--- src/rtl/core/dtq_pkg.sv ---
package dtq_pkg;

	localparam logic [7:0]  QUOTE_BYTE  = 8'h22;
	localparam logic [7:0]  ESCAPE_BYTE = 8'h5C;

	localparam logic [63:0] DELIM_BYTES_RESET = 64'h0000_0000_0A0D_0920;
	localparam logic [3:0]  DELIM_COUNT_RESET = 4'd4;
	localparam logic        QUOTE_DETECT_RESET = 1'b1;

	localparam logic [1:0]  REG_DELIM_BYTES  = 2'd0;
	localparam logic [1:0]  REG_DELIM_COUNT  = 2'd1;
	localparam logic [1:0]  REG_QUOTE_DETECT = 2'd2;

	localparam int          QUEUE_DEPTH = 4;

	typedef enum logic [1:0] {
		MODE_IDLE       = 2'd0,
		MODE_PLAIN      = 2'd1,
		MODE_QUOTED     = 2'd2,
		MODE_QUOTED_ESC = 2'd3
	} mode_t;

	typedef struct packed {
		logic [63:0] delim_bytes;
		logic [3:0]  delim_count;
		logic        quote_detect;
	} cfg_t;

	typedef struct packed {
		logic [7:0] token_byte;
		logic       byte_valid;
		logic       token_done;
		logic       from_quotes;
		logic [7:0] last_sep;
		logic       final_result;
	} res_t;

	typedef struct packed {
		logic [1:0] count;
		res_t       first;
		res_t       second;
	} push_t;

	typedef struct packed {
		logic [2:0] level;
		logic       room;
	} q_status_t;

endpackage

--- src/rtl/core/delimiter_tokenizer_quoted.sv ---
// Byte tokenizer: one byte word per cycle enters an input register, where a parallel compare
// against up to MAX_DELIMS delimiter bytes and a four-state scan update produce zero, one or
// two result words (a token byte, a token end, or a byte followed by the end that the
// end-of-buffer flag forces). Results go out one word per cycle through a four-entry output
// queue, so input is taken every cycle as long as the output side keeps pace; an input word
// waits in the input register while the queue holds more than two words. A result word
// goes through the input register and the output queue to the output. Registers sit on a
// 64-bit APB-style port at byte addresses 0 (delimiter bytes), 8 (delimiter count) and 16
// (quote detection), and are to be written only while the block is idle.
module delimiter_tokenizer_quoted
	import dtq_pkg::*;
#(
	parameter int MAX_DELIMS = 8
) (
	input  logic        clk,
	input  logic        arst_n,
	input  logic        psel,
	input  logic        penable,
	input  logic        pwrite,
	input  logic [4:0]  paddr,
	input  logic [63:0] pwdata,
	output logic [63:0] prdata,
	output logic        pready,
	input  logic        in_valid,
	output logic        in_stall,
	input  logic [7:0]  char_in,
	input  logic        end_of_buffer,
	output logic        out_valid,
	input  logic        out_stall,
	output logic [7:0]  token_byte,
	output logic        byte_valid,
	output logic        token_done,
	output logic        from_quotes,
	output logic [7:0]  last_sep,
	output logic        final_result
);

	cfg_t      cfg;
	push_t     push;
	q_status_t q_status;
	res_t      head;

	dtq_cfg u_cfg (
		.clk     (clk),
		.arst_n  (arst_n),
		.psel    (psel),
		.penable (penable),
		.pwrite  (pwrite),
		.paddr   (paddr),
		.pwdata  (pwdata),
		.prdata  (prdata),
		.pready  (pready),
		.cfg     (cfg)
	);

	dtq_scan #(
		.MAX_DELIMS (MAX_DELIMS)
	) u_scan (
		.clk           (clk),
		.arst_n        (arst_n),
		.cfg           (cfg),
		.in_valid      (in_valid),
		.in_stall      (in_stall),
		.char_in       (char_in),
		.end_of_buffer (end_of_buffer),
		.room          (q_status.room),
		.push          (push)
	);

	dtq_outq u_outq (
		.clk       (clk),
		.arst_n    (arst_n),
		.push      (push),
		.status    (q_status),
		.out_valid (out_valid),
		.out_stall (out_stall),
		.head      (head)
	);

	assign token_byte   = head.token_byte;
	assign byte_valid   = head.byte_valid;
	assign token_done   = head.token_done;
	assign from_quotes  = head.from_quotes;
	assign last_sep     = head.last_sep;
	assign final_result = head.final_result;

`ifndef SYNTHESIS
	a_level_bound: assert property (@(posedge clk) disable iff (!arst_n)
		q_status.level <= 3'(QUEUE_DEPTH))
		else $error("output queue level above its depth");

	a_stall_when_full: assert property (@(posedge clk) disable iff (!arst_n)
		in_stall |-> (q_status.level > 3'(QUEUE_DEPTH - 2)))
		else $error("input stalled while the output queue has room");

	a_hold_on_out_stall: assert property (@(posedge clk) disable iff (!arst_n)
		(out_valid && out_stall) |=> (q_status.level >= $past(q_status.level)))
		else $error("output queue lost a word while stalled");
`endif

endmodule

--- src/rtl/core/dtq_cfg.sv ---
module dtq_cfg
	import dtq_pkg::*;
(
	input  logic        clk,
	input  logic        arst_n,
	input  logic        psel,
	input  logic        penable,
	input  logic        pwrite,
	input  logic [4:0]  paddr,
	input  logic [63:0] pwdata,
	output logic [63:0] prdata,
	output logic        pready,
	output cfg_t        cfg
);

	logic [63:0] delim_bytes_q;
	logic [3:0]  delim_count_q;
	logic        quote_detect_q;
	logic [1:0]  reg_idx;
	logic        wr_en;

	assign reg_idx = paddr[4:3];
	assign wr_en   = psel & penable & pwrite;
	assign pready  = 1'b1;

	always_ff @(posedge clk or negedge arst_n) begin
		if (!arst_n) begin
			delim_bytes_q  <= DELIM_BYTES_RESET;
			delim_count_q  <= DELIM_COUNT_RESET;
			quote_detect_q <= QUOTE_DETECT_RESET;
		end else if (wr_en) begin
			case (reg_idx)
				REG_DELIM_BYTES:  delim_bytes_q  <= pwdata;
				REG_DELIM_COUNT:  delim_count_q  <= pwdata[3:0];
				REG_QUOTE_DETECT: quote_detect_q <= pwdata[0];
				default: ;
			endcase
		end
	end

	always_comb begin
		case (reg_idx)
			REG_DELIM_BYTES:  prdata = delim_bytes_q;
			REG_DELIM_COUNT:  prdata = {60'd0, delim_count_q};
			REG_QUOTE_DETECT: prdata = {63'd0, quote_detect_q};
			default:          prdata = 64'd0;
		endcase
	end

	assign cfg.delim_bytes  = delim_bytes_q;
	assign cfg.delim_count  = delim_count_q;
	assign cfg.quote_detect = quote_detect_q;

endmodule

--- src/rtl/core/dtq_scan.sv ---
module dtq_scan
	import dtq_pkg::*;
#(
	parameter int MAX_DELIMS = 8
) (
	input  logic       clk,
	input  logic       arst_n,
	input  cfg_t       cfg,
	input  logic       in_valid,
	output logic       in_stall,
	input  logic [7:0] char_in,
	input  logic       end_of_buffer,
	input  logic       room,
	output push_t      push
);

	logic       valid_s1;
	logic [7:0] char_s1;
	logic       eob_s1;

	mode_t      mode_q, mode_d, mid_mode;
	logic [7:0] recent_q, recent_d;
	logic       qflag_q, qflag_d;

	logic       advance;
	logic       accept;
	logic       is_delim;
	logic [3:0] cnt_sat;

	logic       first_has;
	logic [7:0] first_byte;
	logic       first_valid;
	logic       first_done;
	logic       close_at_end;
	res_t       byte_res, done_res;

	assign advance  = valid_s1 & room;
	assign in_stall = valid_s1 & ~room;
	assign accept   = in_valid & ~in_stall;

	always_ff @(posedge clk or negedge arst_n) begin
		if (!arst_n) begin
			valid_s1 <= 1'b0;
		end else if (accept) begin
			valid_s1 <= 1'b1;
		end else if (advance) begin
			valid_s1 <= 1'b0;
		end
	end

	always_ff @(posedge clk) begin
		if (accept) begin
			char_s1 <= char_in;
			eob_s1  <= end_of_buffer;
		end
	end

	// Counts above the number of compare lanes saturate.
	assign cnt_sat = (cfg.delim_count > 4'(MAX_DELIMS)) ? 4'(MAX_DELIMS) : cfg.delim_count;

	always_comb begin
		is_delim = 1'b0;
		for (int i = 0; i < MAX_DELIMS; i++) begin
			if ((4'(i) < cnt_sat) && (cfg.delim_bytes[8*i +: 8] == char_s1)) begin
				is_delim = 1'b1;
			end
		end
	end

	// Next state.
	always_comb begin
		mid_mode = mode_q;
		recent_d = recent_q;
		qflag_d  = qflag_q;
		case (mode_q)
			MODE_IDLE: begin
				if (is_delim) begin
					recent_d = char_s1;
				end else if (char_s1 == QUOTE_BYTE && cfg.quote_detect) begin
					qflag_d  = 1'b1;
					mid_mode = MODE_QUOTED;
				end else begin
					qflag_d  = 1'b0;
					mid_mode = MODE_PLAIN;
				end
			end
			MODE_PLAIN: begin
				if (is_delim) begin
					recent_d = char_s1;
					mid_mode = MODE_IDLE;
				end
			end
			MODE_QUOTED: begin
				if (char_s1 == QUOTE_BYTE) begin
					mid_mode = MODE_IDLE;
				end else if (char_s1 == ESCAPE_BYTE) begin
					mid_mode = MODE_QUOTED_ESC;
				end
			end
			default: begin
				mid_mode = MODE_QUOTED;
			end
		endcase
		mode_d = eob_s1 ? MODE_IDLE : mid_mode;
	end

	always_ff @(posedge clk or negedge arst_n) begin
		if (!arst_n) begin
			mode_q   <= MODE_IDLE;
			recent_q <= 8'd0;
			qflag_q  <= 1'b0;
		end else if (advance) begin
			mode_q   <= mode_d;
			recent_q <= recent_d;
			qflag_q  <= qflag_d;
		end
	end

	// Outputs.
	always_comb begin
		first_has   = 1'b0;
		first_byte  = 8'd0;
		first_valid = 1'b0;
		first_done  = 1'b0;
		case (mode_q)
			MODE_IDLE: begin
				if (!is_delim && !(char_s1 == QUOTE_BYTE && cfg.quote_detect)) begin
					first_has   = 1'b1;
					first_byte  = char_s1;
					first_valid = 1'b1;
				end
			end
			MODE_PLAIN: begin
				first_has = 1'b1;
				if (is_delim) begin
					first_done = 1'b1;
				end else begin
					first_byte  = char_s1;
					first_valid = 1'b1;
				end
			end
			MODE_QUOTED: begin
				first_has = 1'b1;
				if (char_s1 == QUOTE_BYTE) begin
					first_done = 1'b1;
				end else begin
					first_byte  = char_s1;
					first_valid = 1'b1;
				end
			end
			default: begin
				first_has   = 1'b1;
				first_byte  = char_s1;
				first_valid = 1'b1;
			end
		endcase

		// A buffer that ends inside a token closes it with an extra word.
		close_at_end = eob_s1 && (mid_mode != MODE_IDLE);

		byte_res.token_byte   = first_byte;
		byte_res.byte_valid   = first_valid;
		byte_res.token_done   = first_done;
		byte_res.from_quotes  = qflag_d;
		byte_res.last_sep     = recent_d;
		byte_res.final_result = ~close_at_end;

		done_res.token_byte   = 8'd0;
		done_res.byte_valid   = 1'b0;
		done_res.token_done   = 1'b1;
		done_res.from_quotes  = qflag_d;
		done_res.last_sep     = recent_d;
		done_res.final_result = 1'b1;

		push.first  = first_has ? byte_res : done_res;
		push.second = done_res;
		if (!advance) begin
			push.count = 2'd0;
		end else begin
			push.count = {1'b0, first_has} + {1'b0, close_at_end};
		end
	end

endmodule

--- src/rtl/core/dtq_outq.sv ---
module dtq_outq
	import dtq_pkg::*;
(
	input  logic      clk,
	input  logic      arst_n,
	input  push_t     push,
	output q_status_t status,
	output logic      out_valid,
	input  logic      out_stall,
	output res_t      head
);

	localparam int PTR_W = $clog2(QUEUE_DEPTH);
	localparam int LVL_W = $clog2(QUEUE_DEPTH + 1);

	res_t             entry_q [QUEUE_DEPTH];
	logic [PTR_W-1:0] wr_ptr_q, rd_ptr_q, wr_ptr_nx;
	logic [LVL_W-1:0] level_q;
	logic             pop;

	assign out_valid = (level_q != '0);
	assign pop       = out_valid & ~out_stall;
	assign head      = entry_q[rd_ptr_q];
	assign wr_ptr_nx = wr_ptr_q + PTR_W'(1);

	assign status.level = 3'(level_q);
	// Room is judged without the pop of this cycle, so a word can always take two slots.
	assign status.room  = (level_q <= LVL_W'(QUEUE_DEPTH - 2));

	always_ff @(posedge clk or negedge arst_n) begin
		if (!arst_n) begin
			wr_ptr_q <= '0;
			rd_ptr_q <= '0;
			level_q  <= '0;
		end else begin
			wr_ptr_q <= wr_ptr_q + PTR_W'(push.count);
			if (pop) begin
				rd_ptr_q <= rd_ptr_q + PTR_W'(1);
			end
			level_q <= level_q + LVL_W'(push.count) - LVL_W'(pop);
		end
	end

	always_ff @(posedge clk) begin
		if (push.count != 2'd0) begin
			entry_q[wr_ptr_q] <= push.first;
		end
		if (push.count == 2'd2) begin
			entry_q[wr_ptr_nx] <= push.second;
		end
	end

endmodule
--- config.mk ---
export PLATFORM = sky130hd
export DESIGN_NAME = delimiter_tokenizer_quoted
export DESIGN_NICKNAME = d
export VERILOG_FILES = /design/src/rtl/core/dtq_pkg.sv /design/src/rtl/core/delimiter_tokenizer_quoted.sv /design/src/rtl/core/dtq_cfg.sv /design/src/rtl/core/dtq_scan.sv /design/src/rtl/core/dtq_outq.sv
export SDC_FILE = /design/constraint.sdc
export NUM_CORES = 1
export LEC_CHECK = 0
export BUFFER_PORTS_ARGS = -buffer_cell sky130_fd_sc_hd__buf_2
export CAP_MARGIN = 20
export CORE_MARGIN = 2
export CORE_UTILIZATION = 30
export CTS_CLUSTER_SIZE = 30
export DETAILED_ROUTE_END_ITERATION = 7
export SYNTH_ARGS = -nofsm -noshare
export SYNTH_HDL_FRONTEND = slang
export SYNTH_SLANG_ARGS = --single-unit
--- constraint.sdc ---
create_clock -name clk -period 10.6 [get_ports clk]
set_clock_uncertainty 0.1 [all_clocks]
set_input_delay 1.06 -clock clk [delete_from_list [all_inputs] [get_ports clk]]
set_output_delay 1.06 -clock clk [all_outputs]
set_load 0.02 [all_outputs]
==> run summary <==
Status = completed
Period Utilization, post-route = 51.8%
CTS tree = yes
Origin of the worst min-delay path = u_outq.entry_q[3][13]
First-pass GRT wire length = 36500 um
Worst path arrival time = 5.46 ns
Most common cell after layout, fill and taps aside = buf_2
Vias per inst = 4.70
Cells after Synth = 735
Hold WS = 0.358 ns
Setup-failing EPs final = 0
FF+latch count, synth = 177
Slack of the critical path = 5.11 ns
Post-CTS Setup Bufs = 0
# hold bufs at CTS = 0
Die width = 175 um
Final Slew Violations = 0
H-tree levels = 4
Drt drc = 0
Fin util = 36.8%
Hold Crit Depth = 1
Final Hold Vio Count = 0
RSZ-0062 raised after global routing = no
Setup TNS = 0 ns
Ys flop type = dfrtp_1
Max stage delay on crit path = 1.00 ns
Critical Path Fanout Max = 19
Setup WS pre-CTS = 5.17 ns
CTS Buffer Depth = 2
Gpl congestion = 0.798
Fraction of layout cells with a size suffix above 1 = 37.1%
Gr ovfl total = 0
CP cell instances = xnor2_1, nand4_1, nor2_1, or4_4, o31ai_4, a21oi_1, o21ai_0, a41oi_1, ha_1, nand2b_1, a21oi_1, nand2_1, inv_1
Drt wl/cell = 18.0 um
WL final = 23100 um
Final worst path period need = 5.49 ns
Synth async-reset ratio = 49.7%
DP HPWL = 16100 um
Vias in the first global route = 6341
Cts repair resizes = 0
1st-iter DRT viols = 263
Hold/Removal Path Class = flip-flop to flip-flop
FILL cells = 2889
Clock transition at path regs = 0.07 ns
# clock sinks = 177
Largest net degree at the start of global routing = 65
Static leakage = 0.00440 uW
FF-to-FF setup slack = 5.11 ns
Setup crit end kind = flip-flop
Post-Syn Nets = 830
Starting Density = 30.5%
Cells on worst reg2reg path = 13
Area Overhead vs Synth = 20.5%
All-layer global routing usage = 15.5%
Final net count = 978
Yosys cell types = 62
Cell at the slowest stage of the critical path = edfxtp_1
Core ar. = 28800 sq um
Reg2Reg Launch Point = u_scan.char_s1[2]
Most numerous cell on the critical path = a21oi_1
Number of enable flip-flop cells after synthesis = 45
Most frequent cells in the layout = buf_2, dfrtp_1, mux2_2
Headroom to the max-slew limit = 31.9%
CP startpoint kind = flip-flop
Final non-filler cell total = 1282
Clk_lat worst skew = 0.43 ns
First-pass DRT Iterations = 4
Syn Area/Cell = 12.0 sq um
Area of the mapped netlist = 8790 sq um
Vias post-DR = 6029
Total die area = 30700 sq um
CTS Root Cell = clkbuf_16
Pwr dens = 264 nW/um^2
Worst VDD drop = 0.109 mV
WP data required = 10.56 ns
Antenna viol nets, final = 0
Sequential-to-total area share from yosys stat = 50.6%
Die Ht = 175 um
Worst slew pin tran = 1.02 ns
# IOs = 172
Hold EP = u_outq.entry_q[3][13]
R2r endpoint = u_outq.entry_q[1][9]
Placed cells = 1248
Input/output buffers = 167
Initial antenna violation count = 4
Total CTS buffers = 17
# rows = 62
Yosys warnings = 0
Fmax = 182 MHz
Max-cap violations = 0
Worst Path Class, Setup = flip-flop to flip-flop
==> synth_stat cells, drive strengths merged (10+ instances only) <==
library cell / instances / area (sq um)
xnor2: 56 / 490
nand2: 38 / 143
inv: 20 / 75.1
mux2: 76 / 856
and2: 64 / 400
dfxtp: 44 / 881
edfxtp: 45 / 1350
nor2: 59 / 221
a22o: 28 / 245
dfrtp: 78 / 1950
mux2i: 13 / 130
buf: 18 / 128
o21ai: 12 / 60.1
clkbuf: 30 / 113
dfstp: 10 / 263
mux4: 20 / 450
nand4: 13 / 81.3
xor2: 14 / 123
==> kinds of logic after synthesis <==
family,after synthesis,synth area share [%]
other,1,0.0427
and+or+nand+nor,212,12.6
xor gates and xnor gates,70,6.98
AOI/OAI and AO/OA,88,8.32
muxes,109,16.3
buffers and inverters,68,3.59
DFF,177,50.6
adders and majority gates,10,1.51
==> power breakdown <==
group	internal, uW	switching [uW]
logic	462	562
registers	914	175
clock network	400	282
==> worst max path at each step <==
stage	startpoint	end	slack, ns	depth (start not counted)
3_5_place_dp	u_scan.char_s1[2]	u_outq.entry_q[1][9]	5.17	13
6_report	u_scan.char_s1[2]	u_outq.entry_q[1][9]	5.11	13
5_1_grt	u_scan.char_s1[2]	u_outq.entry_q[1][9]	4.84	13
4_1_cts	u_scan.char_s1[2]	u_outq.entry_q[1][1]	5.13	13
2_1_floorplan	u_scan.char_s1[5]	u_outq.level_q[2]	6.55	20
3_3_place_gp	u_scan.char_s1[2]	u_outq.entry_q[1][9]	5.23	12
==> layout make-up <==
type                       count  area (sq um)  share of cell area, %
clock inverter                14           203                   1.92
antenna                        2          5.00                 0.0473
timing repair buffer         177           913                   8.63
clock buffer                  18           429                   4.05
multi-input combinational    490          4030                   38.1
sequential                   177          4450                   42.0
tap                          384           480                   4.54
inverter                      20          75.1                  0.709
==> through the flow <==
stage               cell area (sq um)  total power (uW)
floorplan                        8790              1820
global placement                 9950              2120
detailed placement               9950              2140
CTS                             10600              2830
global route                    10600              2960
finish                          10600              2790
==> flip-flops by register name, summed over array words and instances, names as in the netlist, 2 cells and up <==
name	cells
u_outq.rd_ptr_q	2
u_scan.mode_q	2
u_cfg.delim_bytes_q	64
u_scan.char_s1	8
u_outq.wr_ptr_q	2
u_outq.entry_q	80
u_scan.recent_q	8
u_outq.level_q	3
u_cfg.delim_count_q	4
==> worst max-delay path, delay by kind of cell (launching register included) <==
kind,cells,cell delay (ns)
and+or+nand+nor,5,1.52
AOI/OAI and AO/OA,5,1.30
DFF,1,1.00
buffers and inverters,1,0.62
adders and majority gates,1,0.39
xor gates and xnor gates,1,0.19
==> routing by layer <==
layer / GRT usage (%) / routed length (um) / vias up
met1: 19.5 / 10400 / 2909
met2: 25.4 / 10600 / 181
li1: - / - / 2909
met4: 4.44 / 290 / 6
met3: 4.77 / 1730 / 24
met5: 0 / 41 / -
(Power assumes the default switching activity.)
